<file path="src/design/saa_pkg.sv">
`timescale 1ns / 1ps

package saa_pkg;

  localparam int unsigned SQRT_W       = 64;
  localparam int unsigned SQRT_CELLS   = 32;
  localparam int unsigned DIV_CELLS    = 31;
  localparam int unsigned CORDIC_CELLS = 24;
  localparam int unsigned IDX_W        = 5;
  localparam int unsigned REM_W        = 33;
  localparam int unsigned DIVISOR_W    = 32;
  localparam int unsigned QUOT_W       = 31;
  localparam int unsigned XY_W         = 34;
  localparam int unsigned Z_W          = 33;

  localparam logic signed [Z_W-1:0] HALF_PI_Q30 = 33'sd1686629713;
  localparam logic signed [15:0]    ANGLE_MAX   = 16'sd25736;

  typedef struct packed {
    logic [SQRT_W-1:0] rem;
    logic [SQRT_W-1:0] root;
  } sqrt_t;

  typedef struct packed {
    logic [REM_W-1:0]     rem;
    logic [DIVISOR_W-1:0] divisor;
    logic [QUOT_W-1:0]    quot;
  } divw_t;

  typedef struct packed {
    logic signed [XY_W-1:0] x;
    logic signed [XY_W-1:0] y;
    logic signed [Z_W-1:0]  z;
  } cordic_t;

  typedef struct packed {
    logic valid;
    logic degen;
    logic tneg;
  } meta_t;

  // arctan(2^-i) in Q.30
  function automatic logic signed [Z_W-1:0] atan_q30(input logic [IDX_W-1:0] idx);
    logic signed [Z_W-1:0] val;
    unique case (idx)
      5'd0:    val = 33'sd843314857;
      5'd1:    val = 33'sd497837829;
      5'd2:    val = 33'sd263043837;
      5'd3:    val = 33'sd133525159;
      5'd4:    val = 33'sd67021687;
      5'd5:    val = 33'sd33543516;
      5'd6:    val = 33'sd16775851;
      5'd7:    val = 33'sd8388437;
      5'd8:    val = 33'sd4194283;
      5'd9:    val = 33'sd2097149;
      default: val = 33'sd1 <<< (5'd30 - idx);
    endcase
    return val;
  endfunction

endpackage

</file>
<file path="src/design/saa_div_cell.sv">
`timescale 1ns / 1ps

module saa_div_cell
  import saa_pkg::*;
(
  input  logic  clk_i,
  input  divw_t cell_i,
  output divw_t cell_o
);

  logic             ge;
  logic [REM_W-1:0] rem_n;
  divw_t            cell_d;
  divw_t            cell_q;

  // restoring step: one quotient bit, remainder doubled for the next cell
  always_comb begin
    ge     = cell_i.rem >= {1'b0, cell_i.divisor};
    rem_n  = ge ? cell_i.rem - {1'b0, cell_i.divisor} : cell_i.rem;
    cell_d.rem     = {rem_n[REM_W-2:0], 1'b0};
    cell_d.divisor = cell_i.divisor;
    cell_d.quot    = {cell_i.quot[QUOT_W-2:0], ge};
  end

  always_ff @(posedge clk_i) begin
    cell_q <= cell_d;
  end

  assign cell_o = cell_q;

endmodule

</file>
<file path="config.mk">
export PLATFORM = sky130hd
export DESIGN_NAME = saa_div_cell
export DESIGN_NICKNAME = d
export VERILOG_FILES = /design/src/design/saa_pkg.sv /design/src/design/saa_div_cell.sv
export SDC_FILE = /design/constraint.sdc
export NUM_CORES = 1
export LEC_CHECK = 0
export BUFFER_PORTS_ARGS = -buffer_cell sky130_fd_sc_hd__buf_2
export CORE_MARGIN = 10
export CORE_UTILIZATION = 42
export CTS_CLUSTER_DIAMETER = 150
export DETAILED_ROUTE_END_ITERATION = 7
export GPL_ROUTABILITY_DRIVEN = 0
export PLACE_DENSITY = 0.76
export SLEW_MARGIN = 20
export SYNTH_ARGS = -nofsm -noshare
export SYNTH_HDL_FRONTEND = slang
export SYNTH_SLANG_ARGS = --single-unit
</file>
<file path="constraint.sdc">
create_clock -name clk_i -period 2.7 [get_ports clk_i]
set_input_delay 0.54 -clock clk_i [delete_from_list [all_inputs] [get_ports clk_i]]
set_output_delay 0.54 -clock clk_i [all_outputs]
set_load 0.01 [all_outputs]
</file>
==> results.toml <==
[power_and_ir_drop]
p_leak_uw = 0.00314
p_clk_share_pct = 24.2
power_frac_seq_pct = 44.2
p_int_uw = 2470
p_per_area_nw_per_um2 = 588
ir_drop_mv = 0.304
switching_power_uw = 1130
switching_share_pct = 31.4
comb_power_share_pct = 31.6

[final_layout]
fillCellCount = 854
final_area_um2 = 6130
drive_gt1_share_pct = 43.6
syn_to_final_growth_pct = 44.6
final_core_util_pct = 62.5
multiInputGateArea_um2 = 2150
antenna-diode-count = 0
final_nets = 847
finalNonFillerCells = 855
largest_register_ffs = 95
area.sequential_um2 = 1900

[setup_path]
endpoint_kind = "flop"
startpoint = "cell_i[63]"
arrival_ns = 2.88
cp_cell_sequence = "buf_2, inv_1, ha_1, fa_1, nor2b_2, o2111ai_2, a21oi_2, o31ai_1, a21oi_2, a211oi_1, xnor2_1, mux2_4"
path_max_fanout = 6
startpoint_type = "primary input"
cp_data_required_time_ns = 2.96
worst_path_most_repeated_cell = "a21oi_2"
critPathKind = "primary input to flop"
cpPeakStageDelay_ns = 0.42
crit_slowest_cell = "fa_1"

[synthesis]
avgSynthCellArea_um2 = 9.30
synth_edf_count = 0
ys_warn_count = 0
synth_nets = 586
synth-main-ff-cell = "dfxtp_1"
yosysTopAreaCell = "dfxtp_1"
ys_seq_area_share_pct = 44.9
synth.cell_area_um2 = 4240
ys_async_sr_fraction_pct = 0
synth_cells = 456
yosysUniqueCellTypes = 50
synth_top_area_share_pct = 44.9
synthTopCellsByArea = "dfxtp_1 45%, ha_1 9.4%, a21oi_1 6.4%, inv_1 4.1%, xnor2_1 3.3%"
synth_seq_cells = 95

[drt]
drc = 0
routedWlPerCell_um = 15.2
num_vias = 4070
finalWirelength_um = 13000
viasPerCell = 4.76
first_pass_iters = 4
detail-route-antenna-nets = 0
drt_iter0_drc = 267

[floorplanning]
die_x_um = 120
ios = 193
num_rows = 36
die_h_um = 120
initial_core_util_pct = 43.2
coreArea_um2 = 9820
die-area_um2 = 14500

[clock_tree]
cts_made_buffers = 9
tritoncts = "yes"
htree_levels = 3
cts_sinks = 95
postCtsSetupBuffers = 0
cts_buffer_depth = 2
clockRootBuffer = "clkbuf_8"
clk_pin_slew_worst_paths_ns = 0.10

[sta]
fmax_mhz = 381
fin_crit_sh_pct = 97.1
final.setup.worst_slack_ns = 0.0785
hold_viol = 0
fin_crit_ns = 2.62
setup_viol = 0
slew_viol_final = 0

[placed_design]
post_dp_cell_area_um2 = 5900
placedCellCount = 839
hpwl_um = 10900
dpl_worst_slack_ns = -0.360
io_buffers = 190

[min_path]
hp-start = "cell_i[26]"
hp-class = "primary input to flop"

[grt]
grt_use_total_pct = 17.3
antenna_found_initial = 0
overflow = 0
grt_pass1_wl_um = 20600
first_global_vias = 4305
grt_max_degree = 22

[flow_run]
maxCapViolCount = 0

[status]
outcome = "finished, final reports clean"
==> cell type report <==
| class | count | area share, % |
|---|---|---|
| timing repair buffer | 268 | 25.5 |
| sequential | 95 | 31.0 |
| inverter | 46 | 2.82 |
| clock buffer | 10 | 2.08 |
| multi-input combinational | 297 | 35.1 |
| tap | 133 | 2.71 |
| clock inverter | 6 | 0.857 |
==> repair_timing <==
| item | in CTS | in global routing |
|---|---|---|
| endpoints found under the setup margin | 0 | 19 |
| hold buffers | 0 | 0 |
| resized for setup | 0 | 13 |
==> power by group through the flow <==
stage	Combinational [uW]	Sequential, uW	Clock [uW]
2_1_floorplan	529	1720	0
3_3_place_gp	1100	1620	0
3_5_place_dp	1120	1630	0
4_1_cts	1130	1600	900
5_1_grt	1260	1610	956
6_report	1140	1600	872
==> final timing paths <==
| kind | cells past startpoint | endpoint |
|---|---|---|
| max | 12 | cell_o[94]$_DFF_P_ |
| min | 1 | cell_o[27]$_DFF_P_ |
==> cell usage after synthesis (all sizes together) (3+ instances only) <==
library cell	n
nand3	8
o31ai	7
clkbuf	6
nand4	8
a211oi	3
xnor2	16
nand2b	7
o21a	6
dfxtp	95
o21ai	21
o21bai	5
a21oi	55
a21o	8
a2111oi	4
xor2	10
mux2	8
and2	3
inv	46
nor2	37
ha	32
nor3	3
nand2	24
buf	12
==> worst max-delay path, delay by kind of cell <==
family / cells / cell delay (ns)
mux: 1 / 0.26
xor+xnor: 1 / 0.15
fa+ha+maj: 2 / 0.61
buf+inv: 2 / 0.15
compound gates: 5 / 1.00
simple gates: 1 / 0.18
==> layer usage <==
| layer | up-vias | track usage (%) | wire length [um] |
|---|---|---|---|
| met4 | 0 | 5.58 | 147 |
| met5 | - | 0 | 0 |
| met3 | 13 | 6.93 | 1270 |
| li1 | 2086 | - | - |
| met2 | 162 | 30.2 | 6260 |
| met1 | 1809 | 18.7 | 5280 |
==> logic make-up (layout without fill, tap and decap cells) <==
group / Yosys count / in the layout / synth area share [%]
and+or+nand+nor: 107 / 107 / 12.3
adders and majority gates: 33 / 33 / 9.91
muxes: 10 / 10 / 3.30
xor gates and xnor gates: 26 / 26 / 5.37
other: 1 / 1 / 0.0884
DFF: 95 / 95 / 44.9
AOI/OAI and AO/OA: 120 / 120 / 17.3
buffers and inverters: 64 / 330 / 6.87
==> through the flow <==
| step | hold slack (ns) | power, uW | TNS [ns] |
|---|---|---|---|
| finish | 0.260 | 3610 | 0 |
| global route | 0.234 | 3820 | -0.147 |
| CTS | 0.245 | 3630 | 0 |
| detailed placement | 0.644 | 2750 | -5.44 |
| global placement | 0.642 | 2730 | -4.23 |
| floorplan | 0.568 | 2250 | 0 |
==> cells in the final DEF (no fill, tap or decap), types with 9 or more instances in the layout <==
master      n
xor2_1     10
a21oi_1    49
dfxtp_1    95
buf_4      76
inv_1      44
ha_1       29
nor2_1     36
xnor2_1    16
o21ai_0    16
buf_2     190
clkbuf_8    9
nand2_1    24
Power figures use the tool's default switching activity.
