===== config.mk =====
export PLATFORM = sky130hd
export DESIGN_NAME = saa_cordic_cell
export DESIGN_NICKNAME = d
export VERILOG_FILES = /design/src/design/saa_pkg.sv /design/src/design/saa_cordic_cell.sv
export SDC_FILE = /design/constraint.sdc
export NUM_CORES = 1
export LEC_CHECK = 0
export BUFFER_PORTS_ARGS = -buffer_cell sky130_fd_sc_hd__buf_4
export CORE_MARGIN = 4
export CORE_UTILIZATION = 60
export DETAILED_ROUTE_END_ITERATION = 16
export PLACE_DENSITY = 0.83
export SETUP_SLACK_MARGIN = 0.05
export SLEW_MARGIN = 40
export SYNTH_ARGS = -nofsm -noshare
export SYNTH_HDL_FRONTEND = slang
export SYNTH_SLANG_ARGS = --single-unit

===== constraint.sdc =====
create_clock -name clk_i -period 14.4 [get_ports clk_i]
set_clock_uncertainty 0.05 [all_clocks]
set_input_delay 2.16 -clock clk_i [delete_from_list [all_inputs] [get_ports clk_i]]
set_output_delay 2.16 -clock clk_i [all_outputs]
set_load 0.05 [all_outputs]

===== src/design/saa_pkg.sv =====
`timescale 1ns / 1ps

package saa_pkg;

  localparam int unsigned SQRT_W       = 64;
  localparam int unsigned SQRT_CELLS   = 32;
  localparam int unsigned DIV_CELLS    = 31;
  localparam int unsigned CORDIC_CELLS = 24;
  localparam int unsigned IDX_W        = 5;
  localparam int unsigned REM_W        = 33;
  localparam int unsigned DIVISOR_W    = 32;
  localparam int unsigned QUOT_W       = 31;
  localparam int unsigned XY_W         = 34;
  localparam int unsigned Z_W          = 33;

  localparam logic signed [Z_W-1:0] HALF_PI_Q30 = 33'sd1686629713;
  localparam logic signed [15:0]    ANGLE_MAX   = 16'sd25736;

  typedef struct packed {
    logic [SQRT_W-1:0] rem;
    logic [SQRT_W-1:0] root;
  } sqrt_t;

  typedef struct packed {
    logic [REM_W-1:0]     rem;
    logic [DIVISOR_W-1:0] divisor;
    logic [QUOT_W-1:0]    quot;
  } divw_t;

  typedef struct packed {
    logic signed [XY_W-1:0] x;
    logic signed [XY_W-1:0] y;
    logic signed [Z_W-1:0]  z;
  } cordic_t;

  typedef struct packed {
    logic valid;
    logic degen;
    logic tneg;
  } meta_t;

  // arctan(2^-i) in Q.30
  function automatic logic signed [Z_W-1:0] atan_q30(input logic [IDX_W-1:0] idx);
    logic signed [Z_W-1:0] val;
    unique case (idx)
      5'd0:    val = 33'sd843314857;
      5'd1:    val = 33'sd497837829;
      5'd2:    val = 33'sd263043837;
      5'd3:    val = 33'sd133525159;
      5'd4:    val = 33'sd67021687;
      5'd5:    val = 33'sd33543516;
      5'd6:    val = 33'sd16775851;
      5'd7:    val = 33'sd8388437;
      5'd8:    val = 33'sd4194283;
      5'd9:    val = 33'sd2097149;
      default: val = 33'sd1 <<< (5'd30 - idx);
    endcase
    return val;
  endfunction

endpackage


===== src/design/saa_cordic_cell.sv =====
`timescale 1ns / 1ps

module saa_cordic_cell
  import saa_pkg::*;
(
  input  logic             clk_i,
  input  logic [IDX_W-1:0] idx_i,
  input  cordic_t          cell_i,
  output cordic_t          cell_o
);

  logic signed [XY_W-1:0] xs;
  logic signed [XY_W-1:0] ys;
  cordic_t                cell_d;
  cordic_t                cell_q;

  // vectoring: drive y towards zero, collect the angle in z
  always_comb begin
    xs = cell_i.x >>> idx_i;
    ys = cell_i.y >>> idx_i;
    if (cell_i.y > 0) begin
      cell_d.x = cell_i.x + ys;
      cell_d.y = cell_i.y - xs;
      cell_d.z = cell_i.z + atan_q30(idx_i);
    end else begin
      cell_d.x = cell_i.x - ys;
      cell_d.y = cell_i.y + xs;
      cell_d.z = cell_i.z - atan_q30(idx_i);
    end
  end

  always_ff @(posedge clk_i) begin
    cell_q <= cell_d;
  end

  assign cell_o = cell_q;

endmodule


==> impl_metrics.env <==
export IMPL_outcome="finished, final reports clean"
export IMPL_die_w_um=168.4
export IMPL_rows=58
export IMPL_cts_buffers=9
export IMPL_final_area_mm2=0.01719
export IMPL_slowest_stage="a221oi_1"
export IMPL_io_pins=208
export IMPL_grt_pass1_vias=16275
export IMPL_synth_edf_count=0
export IMPL_power_frac_seq_pct=19.8
export IMPL_setup_viol=0
export IMPL_place_inst=2346
export IMPL_required_ns=14.61
export IMPL_finalCriticalPeriod_ns=8.738
export IMPL_seq_area_frac_synth_pct=13.11
export IMPL_die_area_mm2=0.02834
export IMPL_clock_sinks=101
export IMPL_drc=0
export IMPL_ctsResizeCount=0
export IMPL_crit_type="input pin to register"
export IMPL_final_cell_mix="buf_4, a21oi_1, nand2_1, nor2_1, o21ai_0"
export IMPL_start_util_pct=61.09
export IMPL_grt_max_degree=91
export IMPL_cts_max_level=3
export IMPL_vias_per_cell=7.271
export IMPL_wl_per_cell_um=26.29
export IMPL_hpwlAfterDp_um=46330
export IMPL_power_density_mw_per_mm2=127.7
export IMPL_placed_cell_area_mm2=0.01684
export IMPL_vias=17188
export IMPL_postLayoutCoreUtil_pct=68.05
export IMPL_combPwrFrac_pct=67.5
export IMPL_critPathLaunchType="input pin"
export IMPL_async_flop_share_pct=0
export IMPL_p_int_mw=1.041
export IMPL_synth_top_cell_area_share_pct=13.11
export IMPL_final_nets=2238
export IMPL_final_setup_tns_ns=0
export IMPL_cts_setup_buffers=0
export IMPL_hold_path_class="input pin to register"
export IMPL_arrival_ns=8.95
export IMPL_fmax_mhz=114.4
export IMPL_swShare_pct=52.55
export IMPL_io_buffers=207
export IMPL_area_growth_pct=11.39
export IMPL_clock_power_share_pct=12.7
export IMPL_grt_pass1_wl_um=93500
export IMPL_cts_tree="yes"
export IMPL_drt_iter0_markers=2519
export IMPL_end_kind="register"
export IMPL_ys_flop_type="dfxtp_1"
export IMPL_synth_seq_cells=101
export IMPL_path_max_fanout=47
export IMPL_synth_area_mm2=0.01543
export IMPL_ant_nets=0
export IMPL_drv_cap=0
export IMPL_grt_setup_unrepaired="false"
export IMPL_drt_wl_total_um=62140
export IMPL_vdd_drop_max_mv=0.1613
export IMPL_finalNonFillerCells=2364
export IMPL_synth_cell_type_count=109
export IMPL_clkTransAtPathRegs_ns=0.09
export IMPL_p_sw_mw=1.153
export IMPL_ys_warn_count=0
export IMPL_syn_nets=2129
export IMPL_largest_register_ff_count=101
export IMPL_gp_congestion=1.086
export IMPL_grt_ovfl_total=0
export IMPL_tightest_slew_ns=0.9488
export IMPL_cp_startpoint="idx_i[0]"
export IMPL_dr_pass1_iters=8
export IMPL_cpMostUsedCell="buf_4"
export IMPL_cp_cell_sequence="buf_4, buf_4, inv_1, buf_4, mux2i_1, o22ai_1, a221oi_1, nand3_1, or4b_4, o21ai_0, xor2_1, ha_1, inv_1, nor2_1, o2111ai_1, a311oi_1, o2111ai_1, a211oi_1, o221ai_1, xor2_1"
export IMPL_cp_slowest_stage_delay_ns=0.79
export IMPL_finalHoldViolCount=0
export IMPL_synth_top_cell_by_area="dfxtp_1"
export IMPL_clockBufferDepth=2
export IMPL_final_common_cell="buf_4"
export IMPL_drive_above_1_share_pct=20.28
export IMPL_cts_hold_buffers=0
export IMPL_setup_worst_path_end="cell_o[100]"
export IMPL_core_mm2=0.02525
export IMPL_maxSlewHeadroom_pct=36.52
export IMPL_die_h_um=168.4
export IMPL_synth_area_top_cells="dfxtp_1, mux4_2, ha_1"
export IMPL_syn_avg_cell_area_um2=8.044
export IMPL_drv_slew=0
export IMPL_leakage_nw=7.114
export IMPL_grt_total_usage_pct=41.62
export IMPL_antenna_found_initial=2
export IMPL_final_period_utilization_pct=60.68
export IMPL_final_fill_count=2139
export IMPL_syn_inst=1918
export IMPL_cts_root_buf="clkbuf_16"
## routing by layer
layer	share of wire [%]	GRT usage [%]
met4	8.2	26.89
met2	44	65.57
met3	13	12.09
met5	0	0
met1	35	49.59
## synth_stat cells (8+ instances only)
master / n
a21oi_1: 174
nand2_1: 168
nor2_1: 168
o21ai_0: 130
dfxtp_1: 101
ha_1: 101
xnor2_1: 94
mux4_2: 69
clkbuf_1: 61
xor2_1: 57
mux2i_1: 48
inv_1: 47
mux2_2: 45
a21o_1: 39
nand3_1: 37
a31oi_1: 33
o22ai_1: 31
a211oi_1: 29
nand2b_1: 28
nor3_1: 24
nor2b_1: 20
o211ai_1: 20
buf_2: 19
buf_4: 19
o21a_1: 19
a221oi_1: 16
o21bai_1: 16
and3_1: 15
nor4_1: 15
or3_1: 15
buf_1: 14
a221o_1: 11
a22oi_1: 11
o221ai_1: 10
o31ai_1: 10
or2_2: 10
buf_6: 8
## how the worst min path moves through the flow
stage | from | end | slack, ns | cells after the start
after floorplan | cell_i[33] | cell_o[33] | 2.24 | 1
after global placement | cell_i[1] | cell_o[1] | 2.39 | 2
after detailed placement | cell_i[33] | cell_o[33] | 2.39 | 2
after CTS | cell_i[33] | cell_o[33] | 2.01 | 2
after global routing | cell_i[33] | cell_o[33] | 2.01 | 2
final | cell_i[33] | cell_o[33] | 2.01 | 2
## cells by family (layout without fill, tap and decap cells)
| logic type | after synthesis | after routing | share of synthesized area [%] |
|---|---|---|---|
| DFF | 101 | 101 | 13.11 |
| AOI/OAI and AO/OA | 661 | 661 | 28.39 |
| and+or+nand+nor | 550 | 550 | 17.25 |
| adders and majority gates | 104 | 104 | 8.580 |
| buffers and inverters | 176 | 290 | 5.896 |
| muxes | 175 | 175 | 18.21 |
| xor gates and xnor gates | 151 | 151 | 8.572 |
| other | 0 | 2 | 0 |
## stage by stage
step           total power, mW  setup slack, ns  hold WS [ns]
3_3_place_gp             1.869            5.230         2.393
4_1_cts                  2.172            5.739         2.007
2_1_floorplan            1.481            6.519         2.240
3_5_place_dp             1.889            5.361         2.387
6_report                 2.194            5.662         2.011
5_1_grt                  2.295            5.281         2.015
## critical path: cells and delay by family
family	cells	cell delay, ns
AOI/OAI and AO/OA	8	2.83
xor gates and xnor gates	2	0.30
adders and majority gates	1	0.37
muxes	1	0.33
buffers and inverters	5	1.75
and+or+nand+nor	3	1.15
## power groups by stage
stage | Clock, mW | Combinational, mW | Sequential (mW)
after floorplan | 0 | 0.623 | 0.858
after global placement | 0 | 1.43 | 0.437
after detailed placement | 0 | 1.45 | 0.439
after CTS | 0.281 | 1.46 | 0.434
after global routing | 0.293 | 1.56 | 0.444
final | 0.279 | 1.48 | 0.434
## cell type report
class	count	area [um^2]	area share, %
tap	330	412.9	2.403
inverter	48	180.2	1.048
clock inverter	6	76.32	0.4441
antenna	2	5.005	0.02912
clock buffer	10	239.0	1.391
multi-input combinational	1641	12550	73.00
sequential	101	2022	11.77
timing repair buffer	226	1704	9.916
(Power assumes the default switching activity.)
